==> config.mk <==
export PLATFORM = sky130hd
export DESIGN_NAME = gtn_phase
export DESIGN_NICKNAME = d
export VERILOG_FILES = /design/src/hdl/gtn_pkg.sv /design/src/hdl/gtn_phase.sv
export SDC_FILE = /design/constraint.sdc
export NUM_CORES = 2
export LEC_CHECK = 0
export CAP_MARGIN = 20
export CORE_ASPECT_RATIO = 1.2
export CORE_MARGIN = 5
export CORE_UTILIZATION = 45
export CTS_CLUSTER_SIZE = 20
export DETAILED_ROUTE_END_ITERATION = 10
export DONT_BUFFER_PORTS = 1
export GPL_TIMING_DRIVEN = 0
export PLACE_DENSITY_LB_ADDON = 0.08
export SYNTH_ARGS = -nofsm -noshare
export SYNTH_HDL_FRONTEND = slang
export SYNTH_SLANG_ARGS = --single-unit
==> constraint.sdc <==
create_clock -name clock -period 8.15 [get_ports clock]
set_clock_uncertainty 0.1 [all_clocks]
set_input_delay 2.0375 -clock clock [delete_from_list [all_inputs] [get_ports clock]]
set_output_delay 2.0375 -clock clock [all_outputs]
set_load 0.03 [all_outputs]
==> src/hdl/gtn_pkg.sv <==
// ----------------------------------------------------------------------------
// gtn_pkg
// Shared types, constants and helpers of the geodetic to local NED converter.
// ----------------------------------------------------------------------------
package gtn_pkg;

   typedef struct packed {
      logic signed [30:0] lat_in;
      logic signed [31:0] lon_in;
      logic signed [23:0] alt_in;
   } req_type;

   typedef struct packed {
      logic signed [31:0] north_out;
      logic signed [31:0] east_out;
      logic signed [23:0] height_out;
   } rsp_type;

   typedef enum logic [1:0] {
      CSR_HOME_LAT = 2'd0,
      CSR_HOME_LON = 2'd1,
      CSR_HOME_ALT = 2'd2
   } csr_index_type;

   localparam logic signed [30:0] EARTH_R_CM   = 31'sd637404900;
   localparam logic signed [33:0] CORDIC_GAIN  = 34'sd652032874;
   localparam int                 CORDIC_STEPS = 30;

   localparam logic [31:0] DIVISOR  = 32'd3600000000;
   localparam logic [31:0] HALF_DIV = 32'd1800000000;
   localparam logic [29:0] RECIP_LO = 30'd829128280;
   localparam logic [34:0] DIV_1X   = 35'd3600000000;
   localparam logic [34:0] DIV_2X   = 35'd7200000000;

   localparam int PHASE_LAT  = 6;
   localparam int CORDIC_LAT = CORDIC_STEPS + 2;
   localparam int ECEF_LAT   = 4;
   localparam int ROT_LAT    = 6;
   localparam int PIPE_LAT   = PHASE_LAT + CORDIC_LAT + ECEF_LAT + ROT_LAT;

   function automatic logic [29:0] atan_val(input int unsigned idx);
      logic [29:0] v;
      case (idx)
         0:  v = 30'd536870912;
         1:  v = 30'd316933406;
         2:  v = 30'd167458907;
         3:  v = 30'd85004756;
         4:  v = 30'd42667331;
         5:  v = 30'd21354465;
         6:  v = 30'd10680862;
         7:  v = 30'd5340245;
         8:  v = 30'd2670163;
         9:  v = 30'd1335087;
         10: v = 30'd667544;
         11: v = 30'd333772;
         12: v = 30'd166886;
         13: v = 30'd83443;
         14: v = 30'd41722;
         15: v = 30'd20861;
         16: v = 30'd10430;
         17: v = 30'd5215;
         18: v = 30'd2608;
         19: v = 30'd1304;
         20: v = 30'd652;
         21: v = 30'd326;
         22: v = 30'd163;
         23: v = 30'd81;
         24: v = 30'd41;
         25: v = 30'd20;
         26: v = 30'd10;
         27: v = 30'd5;
         28: v = 30'd3;
         29: v = 30'd1;
         default: v = 30'd0;
      endcase
      return v;
   endfunction

   function automatic logic signed [71:0] rnd30(input logic signed [71:0] v);
      return (v + 72'sd536870912) >>> 30;
   endfunction

endpackage

==> src/hdl/gtn_phase.sv <==
// ----------------------------------------------------------------------------
// gtn_phase
// Degrees times 1e7 to a 32 bit turn phase, rounded, by reciprocal multiply.
// ----------------------------------------------------------------------------
module gtn_phase import gtn_pkg::*; (
   input  logic               clock,
   input  logic               en,
   input  logic signed [31:0] deg,
   output logic        [31:0] phase
);

   logic        neg1_ff, neg2_ff, neg3_ff, neg4_ff, neg5_ff;
   logic [31:0] mag1_ff, mag2_ff, mag3_ff, mag4_ff;
   logic [61:0] lo2_ff;
   logic [31:0] q3_ff, q4_ff, q5_ff;
   logic [63:0] pr4_ff;
   logic [34:0] rem5_ff;
   logic [31:0] phase_ff;

   logic [63:0] num_in;
   logic [63:0] rem_in;
   logic [31:0] qc_in;

   always_comb begin
      num_in = {mag4_ff, 32'd0} + {32'd0, HALF_DIV};
      rem_in = num_in - pr4_ff;
      if (rem5_ff >= DIV_2X) begin
         qc_in = q5_ff + 32'd2;
      end else if (rem5_ff >= DIV_1X) begin
         qc_in = q5_ff + 32'd1;
      end else begin
         qc_in = q5_ff;
      end
   end

   always_ff @(posedge clock) begin
      if (en) begin
         neg1_ff  <= deg[31];
         mag1_ff  <= deg[31] ? (~deg + 32'd1) : deg;
         neg2_ff  <= neg1_ff;
         mag2_ff  <= mag1_ff;
         lo2_ff   <= mag1_ff * RECIP_LO;
         neg3_ff  <= neg2_ff;
         mag3_ff  <= mag2_ff;
         q3_ff    <= mag2_ff + {2'd0, lo2_ff[61:32]};
         neg4_ff  <= neg3_ff;
         mag4_ff  <= mag3_ff;
         q4_ff    <= q3_ff;
         pr4_ff   <= q3_ff * DIVISOR;
         neg5_ff  <= neg4_ff;
         q5_ff    <= q4_ff;
         rem5_ff  <= rem_in[34:0];
         phase_ff <= neg5_ff ? (~qc_in + 32'd1) : qc_in;
      end
   end

   assign phase = phase_ff;

endmodule

Word level (Yosys, flattened, before mapping)
Cells that the tools add are included.
{"block": "totals", "ff_bits": 322, "input_bits": 34, "output_inout_bits": 32, "wordCells": 34}
{"block": "classes", "add_sub_neg": 7, "multipliers": 2, "order_cmp": 2, "mux": 4, "n_bitwise": 2}
{"op": "$add A32 B1 Y32 const B", "n": 3}
{"op": "$mux W32", "n": 3}
{"op": "$not A32 Y32", "n": 2}
{"op": "$mul A32 B27 Y59 const B", "n": 1}
{"op": "$add A35 B31 Y35 const B", "n": 1}
{"op": "$ge A35 B32 Y1 const B", "n": 1}
{"op": "$ge A35 B33 Y1 const B", "n": 1}
{"op": "$sub A35 B35 Y35", "n": 1}
{"op": "$add A32 B2 Y32 const B", "n": 1}
{"op": "$add A32 B30 Y32", "n": 1}
{"op": "$mul A32 B22 Y25 const B", "n": 1}
{"op": "$mux W31", "n": 1}

Longest topological paths before layout
{"block": "depth", "ltp_word": 6, "depth_mapped": 27}

Worst setup path before layout
OpenSTA, ideal clock, no wires.
{"block": "synth_timing", "kind": "register -> register", "start": "register mag1_ff[15]", "end": "register lo2_ff[60], data pin", "setup_ns": 0.262, "arrival_time_ns": 6.943, "path_slack_ns": 0.844, "path_stages_with_launch": 24, "n_path_buf": 0, "synth_period_minus_slack_ns": 7.306, "cell_sequence": "edfxtp_1 > fa_1 > inv_1 > fa_1 > fa_1 > fa_1 > inv_1 > fa_1 > fa_1 > inv_1 > fa_1 > inv_1 > ha_1 > a2111oi_0 > o21ai_0 > a32oi_1 > o221ai_1 > a31oi_1 > o22ai_1 > o221ai_1 > o221ai_1 > a221oi_1 > o21bai_1 > xor2_1"}
{"block": "synth_via", "elab_chain_cells": 1}
{"item": "start, declared", "line": "gtn_phase.sv:13", "source": "logic [31:0] mag1_ff, mag2_ff, mag3_ff, mag4_ff;"}
{"item": "start signal, assigned", "line": "gtn_phase.sv:39", "source": "mag1_ff <= deg[31] ? (~deg + 32'd1) : deg;"}
{"item": "$mul A32 B27 Y59", "line": "gtn_phase.sv:42", "source": "lo2_ff <= mag1_ff * RECIP_LO;"}
{"item": "end signal, assigned", "line": "gtn_phase.sv:42"}
{"item": "end, declared", "line": "gtn_phase.sv:14", "source": "logic [61:0] lo2_ff;"}
No other way between the ends.
A chain may end at the register's enable or synchronous reset.

Worst setup path after layout
{"block": "layout_timing", "start": "register mag1_ff[12]", "end": "register lo2_ff[60], data pin"}
Same word-level chain as after synthesis.

==> results_tabular.tex <==
\begin{tabular}{lr}
\hline
Metric & Value \\
\hline
\multicolumn{2}{l}{\textbf{Status}} \\
\quad Result of the run & finished clean \\
\multicolumn{2}{l}{\textbf{Logic synthesis}} \\
\quad Sequential-to-total area share from yosys stat & 0.2572 \\
\quad Simple-gate share of the synthesized area & 0.05900 \\
\quad Parity-gate share of the synthesized area counting xor and xnor cells & 0.06184 \\
\quad Area share of the leading cell type in the synthesized netlist & 0.2925 \\
\quad Synthesized-area fraction occupied by ao, oa, aoi and oai cells & 0.06507 \\
\quad Post-synth net total & 3857 \\
\quad Synthesized-area fraction occupied by adder cells & 0.4646 \\
\quad Synth Flop Type & sky130\_fd\_sc\_hd\_\_edfxtp\_1 \\
\quad Syn Area/Cell & 11.24 um\^{}2 \\
\quad EDFF count, synth & 279 \\
\quad Netlist area before placement & 32570 um\^{}2 \\
\quad Count of mapped cells out of synthesis & 2899 \\
\quad Yosys synthesis warning count & 0 \\
\quad Synth top area cells & sky130\_fd\_sc\_hd\_\_fa\_1, sky130\_fd\_sc\_hd\_\_edfxtp\_1, sky130\_fd\_sc\_hd\_\_ha\_1 \\
\quad Largest area contributor in the netlist & sky130\_fd\_sc\_hd\_\_fa\_1 \\
\quad Largest family of logic cells by synthesized area & adder cells \\
\quad Number of synthesized register bits & 279 \\
\quad Async set or reset register ratio after synthesis & 0 \\
\quad Mux contribution to synthesized area & 0.0006530 \\
\quad Count of different cell masters after synthesis & 80 \\
\multicolumn{2}{l}{\textbf{Floorplan}} \\
\quad I/O pins & 66 \\
\quad Die outline height & 304.7 um \\
\quad DIE AREA & 77890 um\^{}2 \\
\quad Width of the die & 255.6 um \\
\quad Placeable Area & 72020 um\^{}2 \\
\quad Number of rows in the core area & 108 \\
\quad Starting density of the core & 0.4523 \\
\multicolumn{2}{l}{\textbf{Timing}} \\
\quad Final-report hold violation count & 0 \\
\quad FMAX & 127.4 MHz \\
\quad Worst hold slack after final layout & 312.4 ps \\
\quad Final worst path period need & 7849 ps \\
\quad Setup violations, final & 0 \\
\quad Total count of max-transition violations in the final report & 0 \\
\quad Slew at the pin closest to its max-slew limit & 1188 ps \\
\quad Relative max-transition margin & 0.2078 \\
\quad Final period util & 0.9630 \\
\quad Unrepaired setup endpoints after global routing & no \\
\multicolumn{2}{l}{\textbf{Cells and area}} \\
\quad Fill cells & 6592 \\
\quad Area delta synth->final & 8.538\% \\
\quad Area taken by multi-input logic gates & 21300 um\^{}2 \\
\quad Layout cells sized above 1 & 0.04503 \\
\quad Total number of nets in the final design & 3931 \\
\quad Total area of sequential cells & 8378 um\^{}2 \\
\quad ANT cells & 0 \\
\multicolumn{2}{l}{\textbf{Job}} \\
\quad Max-cap viol count & 0 \\
\multicolumn{2}{l}{\textbf{Global route}} \\
\quad Maximum number of pins on one net before global-route repair & 280 \\
\quad Number of global-route vias before repair & 22118 \\
\quad First-pass GRT wire length & 124300 um \\
\quad Global route total overflow & 0 \\
\quad Total GRT Usage & 0.2062 \\
\quad Initial antenna violation count & 1 \\
\multicolumn{2}{l}{\textbf{CTS}} \\
\quad Number of buffers added by the clock tree synthesis step & 35 \\
\quad Clock tree from TritonCTS & yes \\
\quad Reg clk slew, reported paths & 60 ps \\
\quad Root buffer cell & sky130\_fd\_sc\_hd\_\_clkbuf\_16 \\
\quad Number of levels in the clock H-tree & 2 \\
\quad Cts-stage hold buffer count & 0 \\
\quad Total clock sinks & 279 \\
\quad Clock insertion delay at the later pin of the skew report & 550 ps \\
\quad Max Root-Sink Buffers & 3 \\
\multicolumn{2}{l}{\textbf{Critical path}} \\
\quad Critical path fanouts, max & 6 \\
\quad CP Data Arrival Time & 8050 ps \\
\quad Path type of the worst setup path & flip-flop to flip-flop \\
\quad Critical Path Start Type & flip-flop \\
\quad Required time reported for the critical path endpoint & 8350 ps \\
\quad Critical path capture point type & flip-flop \\
\multicolumn{2}{l}{\textbf{Drt}} \\
\quad DRT Wirelength & 78580 um \\
\quad Drt wl/cell & 19.98 um \\
\quad First drt pass iteration count & 4 \\
\quad Final antenna-violating net count & 0 \\
\quad Routed via count divided by cell count & 5.044 \\
\quad Routed vias & 19838 \\
\quad Post-route DRC violation count & 0 \\
\quad Detailed router's first-iteration violation count & 739 \\
\multicolumn{2}{l}{\textbf{Hold path}} \\
\quad Hold crit path type & flip-flop to flip-flop \\
\multicolumn{2}{l}{\textbf{Placement}} \\
\quad Number of I/O port buffers & 0 \\
\quad Post-detailed-placement half-perimeter wirelength & 66820 um \\
\quad Global placer's final weighted congestion & 0.9242 \\
\hline
\end{tabular}
cell families (layout without fill, tap and decap cells):
logic type	count (synthesis)	in the layout
AND/OR/NAND/NOR	363	363
adder cells (fa/ha/maj)	924	924
buffers and inverters	795	894
flip-flops	279	279
XOR/XNOR	230	230
AO/OA/AOI/OAI	306	306
multiplexers	2	2
cell type report:
type / count / area share
buffer: 12 / 0.001309
clock buffer: 39 / 0.02520
clock inverter: 23 / 0.009661
inverter: 783 / 0.08313
multi-input combinational: 1825 / 0.6024
sequential: 279 / 0.2370
tap: 935 / 0.03309
timing repair buffer: 37 / 0.008210
routing by layer:
metal	vias up	wire length [um]	global-route usage
met5	-	12	0
met4	2	2815	0.06478
met3	122	2310	0.02542
met2	311	43080	0.3959
met1	9872	30360	0.2388
li1	9531	-	-
critical path, cell delays in order, from the launching register on:
cell                        delay, ps
sky130_fd_sc_hd__edfxtp_1         440
sky130_fd_sc_hd__buf_4            180
sky130_fd_sc_hd__fa_1             580
sky130_fd_sc_hd__xor2_1           190
sky130_fd_sc_hd__ha_1             290
sky130_fd_sc_hd__inv_1             50
sky130_fd_sc_hd__fa_1             520
sky130_fd_sc_hd__fa_1             520
sky130_fd_sc_hd__inv_1             60
sky130_fd_sc_hd__fa_1             480
sky130_fd_sc_hd__fa_1             610
sky130_fd_sc_hd__inv_1             80
sky130_fd_sc_hd__fa_1             530
sky130_fd_sc_hd__inv_1             50
sky130_fd_sc_hd__ha_1             360
sky130_fd_sc_hd__a2111oi_0        390
sky130_fd_sc_hd__a21oi_1          130
sky130_fd_sc_hd__a32oi_2          350
sky130_fd_sc_hd__o221ai_4         250
sky130_fd_sc_hd__a31oi_4          240
sky130_fd_sc_hd__o22ai_1          140
sky130_fd_sc_hd__o221ai_2         250
sky130_fd_sc_hd__o221ai_2         180
sky130_fd_sc_hd__a221oi_2         350
sky130_fd_sc_hd__o21bai_1         110
sky130_fd_sc_hd__xor2_1           150
layout by cell type, fill, tap and decap left out, types with 5 or more instances in the layout:
master | netlist | final
sky130_fd_sc_hd__xor2_1 | 59 | 57
sky130_fd_sc_hd__nand4_1 | 13 | 13
sky130_fd_sc_hd__a31oi_1 | 13 | 12
sky130_fd_sc_hd__ha_1 | 448 | 448
sky130_fd_sc_hd__clkinv_1 | 1 | 5
sky130_fd_sc_hd__nor2_1 | 78 | 78
sky130_fd_sc_hd__buf_4 | 0 | 36
sky130_fd_sc_hd__or3_1 | 14 | 14
sky130_fd_sc_hd__edfxtp_1 | 279 | 279
sky130_fd_sc_hd__nand3_1 | 28 | 28
sky130_fd_sc_hd__and4_1 | 5 | 5
sky130_fd_sc_hd__nor3b_1 | 7 | 7
sky130_fd_sc_hd__nor2b_1 | 14 | 14
sky130_fd_sc_hd__o21ai_0 | 48 | 47
sky130_fd_sc_hd__clkbuf_1 | 11 | 15
sky130_fd_sc_hd__nor4_1 | 6 | 6
sky130_fd_sc_hd__o31ai_1 | 14 | 14
sky130_fd_sc_hd__bufinv_16 | 0 | 7
sky130_fd_sc_hd__o21a_1 | 20 | 20
sky130_fd_sc_hd__nand2_1 | 83 | 83
sky130_fd_sc_hd__nand2b_1 | 13 | 13
sky130_fd_sc_hd__o211ai_1 | 10 | 10
sky130_fd_sc_hd__nor3_1 | 30 | 29
sky130_fd_sc_hd__a21o_1 | 29 | 29
sky130_fd_sc_hd__a2111oi_0 | 6 | 5
sky130_fd_sc_hd__o21ai_1 | 7 | 8
sky130_fd_sc_hd__and2_1 | 16 | 16
sky130_fd_sc_hd__o21bai_1 | 12 | 12
sky130_fd_sc_hd__clkbuf_16 | 0 | 35
sky130_fd_sc_hd__fa_1 | 476 | 476
sky130_fd_sc_hd__or4_1 | 8 | 8
sky130_fd_sc_hd__xnor2_1 | 171 | 171
sky130_fd_sc_hd__a21oi_1 | 74 | 73
sky130_fd_sc_hd__o41ai_1 | 9 | 9
sky130_fd_sc_hd__inv_1 | 782 | 782
sky130_fd_sc_hd__a211oi_1 | 11 | 11
sky130_fd_sc_hd__and3_1 | 20 | 20
synthesized netlist by cell type, drive strengths merged (29+ instances only):
cell    instances
nand2          84
nor2           80
xor2           59
edfxtp        279
o21ai          55
fa            476
ha            448
nor3           33
xnor2         171
a21o           29
inv           782
a21oi          75
repair_timing:
action	CTS	global route
pin swaps	1	3
setup endpoints to repair	19	9
gates resized for setup	8	7
buffers inserted	17	20
stage by stage:
stage | setup WS (ps) | TNS (ps) | utilization | cells | cell area [um^2]
global route | 9.915 | 0 | 0.4909 | 3933 | 35360
floorplan | 844.3 | 0 | - | 2899 | 32580
finish | 301.5 | 0 | 0.4909 | 3933 | 35360
global placement | -1009 | -7448 | 0.4685 | 3834 | 33740
CTS | 38.98 | 0 | 0.4881 | 3913 | 35160
detailed placement | -1107 | -8495 | 0.4685 | 3834 | 33740
registers in the layout, indices dropped and copies added, names as in the netlist:
register  flops
neg3_ff       1
neg5_ff       1
neg2_ff       1
q3_ff        32
pr4_ff       22
mag1_ff      32
q5_ff        32
mag3_ff       3
lo2_ff       30
phase        32
mag2_ff      32
neg4_ff       1
mag4_ff       3
rem5_ff      24
q4_ff        32
neg1_ff       1
path summary, 6_finish.rpt:
check                                  from          to  slack [ps]  depth (start not counted)
worst min register to register    q4_ff[18]   q5_ff[18]         310                          0
worst min-delay path              q4_ff[18]   q5_ff[18]         310                          0
worst max-delay path            mag1_ff[12]  lo2_ff[60]         300                         25
worst max register to register  mag1_ff[12]  lo2_ff[60]         300                         25
Power is not shown: default switching activity piles up to over one toggle a cycle in this logic, so the estimate is an artifact.
